## config.mk

```make
export PLATFORM = sky130hd
export DESIGN_NAME = fifo_with_priority_extract
export DESIGN_NICKNAME = d
export VERILOG_FILES = /design/src/rtl/fwpe_pkg.sv /design/src/rtl/fwpe_ram.sv /design/src/rtl/fifo_with_priority_extract.sv
export SDC_FILE = /design/constraint.sdc
export NUM_CORES = 2
export LEC_CHECK = 0
export BUFFER_PORTS_ARGS = -buffer_cell sky130_fd_sc_hd__buf_4
export CORE_MARGIN = 2
export CORE_UTILIZATION = 50
export CTS_CLUSTER_SIZE = 40
export DETAILED_ROUTE_END_ITERATION = 12
export PLACE_DENSITY = 0.66
export RECOVER_POWER = 25
export SYNTH_ARGS = -nofsm -noshare
export SYNTH_HDL_FRONTEND = slang
export SYNTH_SLANG_ARGS = --single-unit
```

## constraint.sdc

```tcl
create_clock -name clk -period 10.5 [get_ports clk]
set_clock_uncertainty 0.1 [all_clocks]
set_input_delay 3.15 -clock clk [delete_from_list [all_inputs] [get_ports clk]]
set_output_delay 3.15 -clock clk [all_outputs]
set_load 0.02 [all_outputs]
```

## src/rtl/fwpe_pkg.sv

```systemverilog
// ----------------------------------------------------------------------------
// fwpe_pkg
// Request/response payload types and operation codes of the priority queue.
// ----------------------------------------------------------------------------
package fwpe_pkg;

  localparam int unsigned COUNT_W = 5;

  localparam logic [1:0] OP_PUSH    = 2'd0;
  localparam logic [1:0] OP_POP     = 2'd1;
  localparam logic [1:0] OP_EXTRACT = 2'd2;

  typedef struct packed {
    logic [1:0]         operation;
    logic [31:0]        entry_tag;
    logic signed [31:0] entry_priority;
  } fwpe_in_t;

  typedef struct packed {
    logic               found;
    logic [31:0]        out_tag;
    logic signed [31:0] out_priority;
    logic               dropped;
    logic [COUNT_W-1:0] entry_count;
  } fwpe_out_t;

  // One stored queue entry.
  typedef struct packed {
    logic [31:0]        tag;
    logic signed [31:0] prio;
  } fwpe_entry_t;

  localparam int unsigned ENTRY_W = $bits(fwpe_entry_t);

endpackage

```

## src/rtl/fwpe_ram.sv

```systemverilog
// ----------------------------------------------------------------------------
// fwpe_ram
// Generic simple dual-port RAM: one write port, one registered read port.
// ----------------------------------------------------------------------------
module fwpe_ram #(
  parameter int unsigned WIDTH = 64,
  parameter int unsigned DEPTH = 16
) (
  input  logic                     clk,
  input  logic                     wr_en,
  input  logic [$clog2(DEPTH)-1:0] wr_addr,
  input  logic [WIDTH-1:0]         wr_data,
  input  logic                     rd_en,
  input  logic [$clog2(DEPTH)-1:0] rd_addr,
  output logic [WIDTH-1:0]         rd_data
);

  logic [WIDTH-1:0] mem [DEPTH];

  always_ff @(posedge clk) begin
    if (wr_en) begin
      mem[wr_addr] <= wr_data;
    end
    if (rd_en) begin
      rd_data <= mem[rd_addr];
    end
  end

endmodule

```

## src/rtl/fifo_with_priority_extract.sv

```systemverilog
// ----------------------------------------------------------------------------
// fifo_with_priority_extract
// Bounded ordered queue of (tag, signed priority) entries with pop-oldest and
// extract-highest-priority, held in a circular buffer in one RAM.
// ----------------------------------------------------------------------------
// Usage:
//   in_valid/in_ready/in_data carry one request: push, pop or extract.
//   out_valid/out_ready/out_data return exactly one response per request,
//   always with the entry count after the operation (low 5 bits).
//   One request is worked on at a time; in_ready is high only while idle, so
//   the next request waits until the last response has gone to the output.
//   A push, or any request that finds nothing to do, goes straight to the
//   response; a pop first reads the oldest entry.
//   Extract scans every entry through the single RAM read port, one per
//   cycle, then closes the gap by moving each younger entry down one slot
//   (read and write port busy together).
//   The next request is taken as soon as the response is loaded into the
//   output register, even while the receiver still stalls it; a finished
//   response waits in its own state until the output register is free.
//   Reset empties the queue at once (count and head cleared); RAM contents
//   are never read before being written, so no clearing pass is needed.
// ----------------------------------------------------------------------------
module fifo_with_priority_extract #(
  parameter int unsigned QUEUE_DEPTH = 16
) (
  input  logic               clk,
  input  logic               rst,
  input  logic               in_valid,
  output logic               in_ready,
  input  fwpe_pkg::fwpe_in_t in_data,
  output logic               out_valid,
  input  logic               out_ready,
  output fwpe_pkg::fwpe_out_t out_data
);

  import fwpe_pkg::*;

  localparam int unsigned PW = $clog2(QUEUE_DEPTH);      // physical slot index
  localparam int unsigned CW = $clog2(QUEUE_DEPTH + 1);  // count / logical index

  typedef enum logic [2:0] {
    S_IDLE,
    S_POP,
    S_SCAN,
    S_SHIFT_START,
    S_SHIFT,
    S_RESP
  } state_t;

  state_t      state;
  logic [PW-1:0] head;         // slot of the oldest entry
  logic [CW-1:0] count;
  logic [CW-1:0] rd_idx;       // next logical index to read in the scan
  logic [CW-1:0] cmp_idx;      // logical index of the data now on rd_data
  logic [CW-1:0] best_idx;
  logic [CW-1:0] wr_idx;       // compaction destination
  fwpe_entry_t best;
  fwpe_out_t   res;

  logic              ram_we;
  logic [PW-1:0]     ram_waddr;
  logic [ENTRY_W-1:0] ram_wdata;
  logic              ram_re;
  logic [PW-1:0]     ram_raddr;
  logic [ENTRY_W-1:0] ram_rdata;
  fwpe_entry_t       rd_entry;

  logic in_fire;
  logic out_free;

  // Logical position k (0 = oldest) to RAM slot, wrapping at QUEUE_DEPTH.
  function automatic logic [PW-1:0] phys(input logic [PW-1:0] hd,
                                          input logic [CW-1:0] k);
    logic [CW:0] sum;
    sum = (CW+1)'(hd) + (CW+1)'(k);
    if (sum >= (CW+1)'(QUEUE_DEPTH)) begin
      sum = sum - (CW+1)'(QUEUE_DEPTH);
    end
    return PW'(sum);
  endfunction

  // Response word; the count is reported in its low bits.
  function automatic fwpe_out_t make_resp(input logic fnd, input fwpe_entry_t ent,
                                          input logic drp, input logic [CW-1:0] cnt);
    fwpe_out_t r;
    r.found        = fnd;
    r.out_tag      = ent.tag;
    r.out_priority = ent.prio;
    r.dropped      = drp;
    r.entry_count  = COUNT_W'(cnt);
    return r;
  endfunction

  assign in_ready = (state == S_IDLE);
  assign in_fire  = in_valid && in_ready;
  assign out_free = !out_valid || out_ready;
  assign rd_entry = fwpe_entry_t'(ram_rdata);

  // RAM port control
  always_comb begin
    ram_we    = 1'b0;
    ram_waddr = '0;
    ram_wdata = '0;
    ram_re    = 1'b0;
    ram_raddr = '0;
    case (state)
      S_IDLE: begin
        if (in_fire) begin
          case (in_data.operation)
            OP_PUSH: begin
              if (count < CW'(QUEUE_DEPTH)) begin
                ram_we    = 1'b1;
                ram_waddr = phys(head, count);
                ram_wdata = {in_data.entry_tag, in_data.entry_priority};
              end
            end
            OP_POP, OP_EXTRACT: begin
              if (count != '0) begin
                ram_re    = 1'b1;
                ram_raddr = head;
              end
            end
            default: ;
          endcase
        end
      end
      S_SCAN: begin
        if (rd_idx < count) begin
          ram_re    = 1'b1;
          ram_raddr = phys(head, rd_idx);
        end
      end
      S_SHIFT_START: begin
        if (CW'(best_idx + CW'(1)) < count) begin
          ram_re    = 1'b1;
          ram_raddr = phys(head, CW'(best_idx + CW'(1)));
        end
      end
      S_SHIFT: begin
        ram_we    = 1'b1;
        ram_waddr = phys(head, wr_idx);
        ram_wdata = ram_rdata;
        if (CW'(wr_idx + CW'(2)) < count) begin
          ram_re    = 1'b1;
          ram_raddr = phys(head, CW'(wr_idx + CW'(2)));
        end
      end
      default: ;
    endcase
  end

  always_ff @(posedge clk) begin
    if (rst) begin
      state     <= S_IDLE;
      head      <= '0;
      count     <= '0;
      out_valid <= 1'b0;
    end else begin
      // output register: loaded from S_RESP, emptied when taken
      if (state == S_RESP && out_free) begin
        out_valid <= 1'b1;
      end else if (out_ready) begin
        out_valid <= 1'b0;
      end
      case (state)
        S_IDLE: begin
          if (in_fire) begin
            case (in_data.operation)
              OP_PUSH: begin
                if (count < CW'(QUEUE_DEPTH)) begin
                  count <= CW'(count + CW'(1));
                  res   <= make_resp(1'b0, '0, 1'b0, CW'(count + CW'(1)));
                end else begin
                  res   <= make_resp(1'b0, '0, 1'b1, count);
                end
                state <= S_RESP;
              end
              OP_POP: begin
                if (count != '0) begin
                  state <= S_POP;
                end else begin
                  res   <= make_resp(1'b0, '0, 1'b0, count);
                  state <= S_RESP;
                end
              end
              OP_EXTRACT: begin
                if (count != '0) begin
                  rd_idx  <= CW'(1);
                  cmp_idx <= '0;
                  state   <= S_SCAN;
                end else begin
                  res   <= make_resp(1'b0, '0, 1'b0, count);
                  state <= S_RESP;
                end
              end
              default: begin
                res   <= make_resp(1'b0, '0, 1'b0, count);
                state <= S_RESP;
              end
            endcase
          end
        end
        S_POP: begin
          res   <= make_resp(1'b1, rd_entry, 1'b0, CW'(count - CW'(1)));
          head  <= phys(head, CW'(1));
          count <= CW'(count - CW'(1));
          state <= S_RESP;
        end
        S_SCAN: begin
          // Strict compare: ties keep the oldest candidate.
          if (cmp_idx == '0 || rd_entry.prio > best.prio) begin
            best     <= rd_entry;
            best_idx <= cmp_idx;
          end
          if (rd_idx < count) begin
            rd_idx <= CW'(rd_idx + CW'(1));
          end
          cmp_idx <= CW'(cmp_idx + CW'(1));
          if (cmp_idx == CW'(count - CW'(1))) begin
            state <= S_SHIFT_START;
          end
        end
        S_SHIFT_START: begin
          res <= make_resp(1'b1, best, 1'b0, CW'(count - CW'(1)));
          if (CW'(best_idx + CW'(1)) < count) begin
            wr_idx <= best_idx;
            state  <= S_SHIFT;
          end else begin
            count <= CW'(count - CW'(1));
            state <= S_RESP;
          end
        end
        S_SHIFT: begin
          wr_idx <= CW'(wr_idx + CW'(1));
          if (!(CW'(wr_idx + CW'(2)) < count)) begin
            count <= CW'(count - CW'(1));
            state <= S_RESP;
          end
        end
        S_RESP: begin
          if (out_free) begin
            out_data <= res;
            state    <= S_IDLE;
          end
        end
        default: state <= S_IDLE;
      endcase
    end
  end

  fwpe_ram #(
    .WIDTH (ENTRY_W),
    .DEPTH (QUEUE_DEPTH)
  ) u_ram (
    .clk     (clk),
    .wr_en   (ram_we),
    .wr_addr (ram_waddr),
    .wr_data (ram_wdata),
    .rd_en   (ram_re),
    .rd_addr (ram_raddr),
    .rd_data (ram_rdata)
  );

endmodule

```

# Word level (Yosys, flattened, before mapping)
# Memories as Yosys holds them, arrays and structs flattened. A register that Yosys moved wholly into a read port is not among the register bits.
# Index checks and enable logic that the tools add are counted.
[op_classes]
bitwise_logic = 1
n_eq_ne = 20
n_lt_le_gt_ge = 11
n_addsub = 19
n_reduce_logical = 23
n_mux = 67
[ops]
columns = ["op", "count"]
rows = [
  ["case mux 71 bit (3 select lines)", 1],
  ["2-to-1 mux 64 bit", 3],
  ["2-to-1 mux 71 bit", 2],
  ["case mux 71 bit (2 select lines)", 1],
  ["case mux 64 bit (2 select lines)", 1],
  ["2-to-1 mux 5 bit", 13],
  ["2-to-1 mux 4 bit", 15],
  ["greater-than comparator 32 bit", 1],
  ["adder 4 x 5 -> 6 bit", 5],
  ["greater-or-equal comparator 6 x 5 -> 1 bit (second input constant)", 5],
  ["case mux 5 bit (2 select lines)", 3],
  ["adder 5 x 1 -> 5 bit (second input constant)", 5],
  ["subtractor 4 x 1 -> 4 bit (second input constant)", 6],
  ["case mux 5 bit (4 select lines)", 1],
  ["2-to-1 mux 3 bit", 6],
  ["case mux 3 bit (6 select lines)", 1],
  ["case mux 4 bit (4 select lines)", 1],
  ["< comparator 5 bit", 3],
  ["2-to-1 mux 1 bit", 14],
  ["inequality test 2 bit (second input constant)", 6],
  ["AND reduction 6 bit", 2],
  ["inequality test 2 x 1 -> 1 bit (second input constant)", 5],
  ["AND reduction 3 bit", 3],
  ["case mux 4 bit (2 select lines)", 1],
  ["30 further kinds", 37],
]
[word_totals]
ram_bits = 1024
in_bits = 70
n_memories = 1
wordCells = 162
out_inout_bits = 73
reg_bits = 239
[memory_table]
columns = ["memory", "words", "width", "read_ports", "rd_clocked_by_memory_dff", "wr", "line", "text"]
rows = [
  ["u_ram.mem", 16, 64, 1, 1, 1, "fwpe_ram.sv:18", "logic [WIDTH-1:0] mem [DEPTH];"],
]

# Logic depth before layout (Yosys ltp)
[depth]
ltp_word = 7
depth_mapped = 16
depth_no_buf = 12

# Hierarchy
# A second synthesis with hierarchy kept.
[unflattened]
cells_unflattened = 2518
area_unflattened_um2 = 51727.1
[modules_own_cells]
columns = ["mod", "n_inst", "cells_per_inst", "seq_area_each_um2", "area_per_inst_um2"]
rows = [
  ["fwpe_ram", 1, 1647, 32671.3, 40222.3],
  ["fifo_with_priority_extract", 1, 871, 7046.8, 11504.8],
]

# Worst setup path after synthesis
# Ideal clock, no wire load.
[synth_path]
kind = "input-to-reg"
start = "input port rst"
end = "register out_data[0] (netlist name) (enable)"
t_required_ps = 9798
path_slack_ps = 1256
arrival_time_ps = 8542
n_path_buf = 1
setup_time_ps = 602
path_stages = 2
cell_sequence = "clkbuf_1 > nor3b_1"
[synth_via]
elab_chain_cells = 2
[synth_lines]
columns = ["item", "line", "text"]
rows = [
  ["from (decl)", "fifo_with_priority_extract.sv:27", "input logic rst,"],
  ["inverter 1 bit (no line)", "--", ""],
  ["AND reduction 3 bit (no line)", "--", ""],
  ["to (signal assigned)", "fifo_with_priority_extract.sv:242", "out_data <= res;"],
  ["to (decl)", "fifo_with_priority_extract.sv:33", "output fwpe_pkg::fwpe_out_t out_data"],
]
# Every way passes these cells.
# A chain may end at the register's enable or synchronous reset.

# Worst setup path in the final report
[layout_path]
start = "register state[1]"
end = "output port in_ready"
[layout_via]
elab_chain_cells = 1
[layout_lines]
columns = ["item", "line", "text"]
rows = [
  ["from (decl)", "fifo_with_priority_extract.sv:50", "state_t state;"],
  ["from (signal assigned)", "fifo_with_priority_extract.sv:154", "state <= S_IDLE;"],
  ["from (signal assigned)", "fifo_with_priority_extract.sv:176", "state <= S_RESP;"],
  ["from (signal assigned)", "fifo_with_priority_extract.sv:180", "state <= S_POP;"],
  ["logical NOT 3 bit", "fifo_with_priority_extract.sv:94", "assign in_ready = (state == S_IDLE);"],
  ["to (decl)", "fifo_with_priority_extract.sv:29", "output logic in_ready,"],
]
# Every way passes these cells.

==> results.yml <==
status:
  status: "complete, but fails checks"
  violations: "max-capacitance violations, max-slew violations"
drt:
  drt-total-wl_um: 133000
  ant_nets: 0
  drc: 0
  viasPerCell: 6.07
  drt-initial-drc-count: 3832
  wl_per_cell_um: 25.2
  vias: 32000
  firstDrtPassIters: 6
placed_design:
  gp_congestion: 0.811
  dp_hpwl_um: 72100
  place.port_buffers: 142
  place_ws_ns: 3.50
logic_synthesis:
  syn_area_mm2: 0.0533
  synth_edf_count: 1314
  synthesis.nets: 3831
  seq_area_frac_synth_pct: 74.5
  syn_inst: 3684
  yosysWarnings: 0
  yosys_most_used_dff: "edfxtp_1"
  ys_ff_latch: 1327
  async_flop_share_pct: 0
  synth.avg_cell_area_um2: 14.5
  synth_cell_type_count: 65
cts:
  clk_pin_slew_ns: 0.06
  cts.sinks: 1327
  cts.htree.levels: 4
  tritoncts.num_buffers: 139
  root_buffer: "clkbuf_16"
  cts_tree: "yes"
  cts_resized: 0
  ctsHoldBuffers: 0
  postCtsSetupBuffers: 0
  insertion_delay_ns: 0.76
  cts.path.max_buffers: 3
setup_path:
  crit_type: "register to output pin"
  cp_data_required_time_ns: 7.25
  critical-path-max-stage-delay_ns: 2.19
  worstPathArrival_ns: 4.27
  cp_common_cell: "buf_4"
  crit_chain: "buf_4 -> nor3_1 -> buf_4"
  crit_fanout: 41
  crit_path_end_kind: "output pin"
  cp-start-kind: "register"
  slowest_stage: "dfxtp_1"
timing:
  grt_setup_unrepaired: "no"
  fin_ws_ns: 2.98
  hold_viol: 0
  tightestPinTransition_ns: 4.30
  slew-limit-headroom_pct: -186
  clock.fmax_mhz: 133
  holdWs_ns: 0.317
  tns_ns: 0
  period_share_pct: 71.6
  post-route-min-period_ns: 7.52
  finalSetupViolations: 0
  drv_slew: 253
finish:
  drive_gt1_share_pct: 9.00
  num-nets-final: 3928
  mostFrequentLayoutCells: "edfxtp_1 (1314), nand2_1 (662), a21oi_1 (545), a22oi_1 (156), clkbuf_16 (141)"
  area_delta_synth_final_pct: 12.2
  layout_commonest_cell: "edfxtp_1"
  diodes: 0
grt:
  overflow: 0
  first_global_vias: 30500
  grt_max_degree: 236
  grt_usage_pct: 24.1
  antenna_found_initial: 2
  grt_pass1_wl_um: 194000
die:
  ios: 143
  die_area_mm2: 0.109
  die_w_um: 330
  start_util_pct: 50.5
  rows: 119
  die_h_um: 330
  core_mm2: 0.106
pwr:
  power.leakage_nw: 19.6
  peakVddDrop_uv: 167
  p_per_area_mw_per_mm2: 274
hold_path:
  min_path_type: "register to register"
run:
  maxCapViolations: 5
metal layers:
layer	track usage (%)	vias up	wire [um]
met2	37.0	1353	61000
li1	-	14200	-
met3	5.07	219	11300
met5	0	-	0
met4	7.19	0	3190
met1	34.8	16200	57400
Yosys cell counts, types with 3 or more instances:
cell type,instances,area (um^2)
nand2_1,662,2480
or2_2,4,25.0
a31oi_1,5,31.3
nand4_1,9,56.3
nor3_1,9,45.0
buf_4,13,97.6
and3_1,5,31.3
mux2i_1,66,661
ha_1,72,901
and2_1,4,25.0
nand3_1,25,125
buf_2,113,566
a21o_1,19,143
buf_6,14,158
dfxtp_1,13,260
a221oi_1,53,464
a22o_1,117,1020
clkbuf_1,83,312
a211oi_2,3,37.5
a22oi_1,156,1170
nor3b_1,4,30.0
nand2b_1,6,37.5
a21oi_1,544,2720
nor2b_1,4,25.0
o21ai_0,24,120
edfxtp_1,1314,39500
fa_1,5,100
o21a_1,6,45.0
buf_1,15,56.3
nor2_1,107,402
inv_1,59,221
xor2_1,19,166
xnor2_1,23,201
a221o_1,11,110
a311o_1,53,531
o211ai_1,4,30.0
o2111a_1,3,33.8
layout make-up:
cell class,instances,area (um^2)
Tap cell,1391,1740
Sequential cell,1327,39700
Fill cell,8295,45800
Clock buffer,160,3600
Timing Repair Buffer,195,1260
Clock inverter,87,926
Inverter,59,221
Multi-Input combinational cell,2059,12300
worst paths after layout:
path / startpoint / end / slack [ns] / cells past startpoint
worst max-delay path: state[1] / in_ready / 2.98 / 3
worst min-delay path: res[14] / out_data[14] / 0.32 / 0
worst max register to register: state[1] / u_ram.rd_data[61] / 3.28 / 11
worst min register to register: res[14] / out_data[14] / 0.32 / 0
state kept, by name, indices dropped and copies added (netlist names):
name / cells
best: 64
state: 3
rd_idx: 5
out_valid: 1
u_ram.mem: 1024
u_ram.rd_data: 64
head: 4
count: 5
res: 71
out_data: 71
cmp_idx: 5
wr_idx: 5
best_idx: 5
critical path: cells and delay by family, from the launching register on:
| family | cells | cell delay [ns] |
|---|---|---|
| and+or+nand+nor | 1 | 0.25 |
| buffers and inverters | 2 | 1.06 |
| DFF | 1 | 2.19 |
cells by family after synthesis:
kind of cell	count (synthesis)	synth area share, %
AO/OA/AOI/OAI	1017	12.5
XOR/XNOR	42	0.690
buffers and inverters	298	2.66
flip-flops	1327	74.5
adder cells (fa/ha/maj)	77	1.88
AND/OR/NAND/NOR	857	6.51
multiplexers	66	1.24
stage by stage:
| stage | cells | util, % | total power, W | cell area, um^2 |
|---|---|---|---|---|
| finish | 5278 | 56.6 | 0.0164 | 59800 |
| floorplan | 3684 | - | 0.0101 | 53300 |
| global placement | 5031 | 52.7 | 0.0115 | 55600 |
| global route | 5278 | 56.6 | 0.0170 | 59800 |
| detailed placement | 5031 | 52.7 | 0.0116 | 55600 |
| CTS | 5278 | 57.0 | 0.0164 | 60100 |
report_power, final:
| group | switching, W | internal [W] |
|---|---|---|
| sequential | 0.000374 | 0.00702 |
| combinational | 0.00286 | 0.00125 |
| clock | 0.00204 | 0.00284 |
Note: power is estimated with default switching activity, not from simulation.
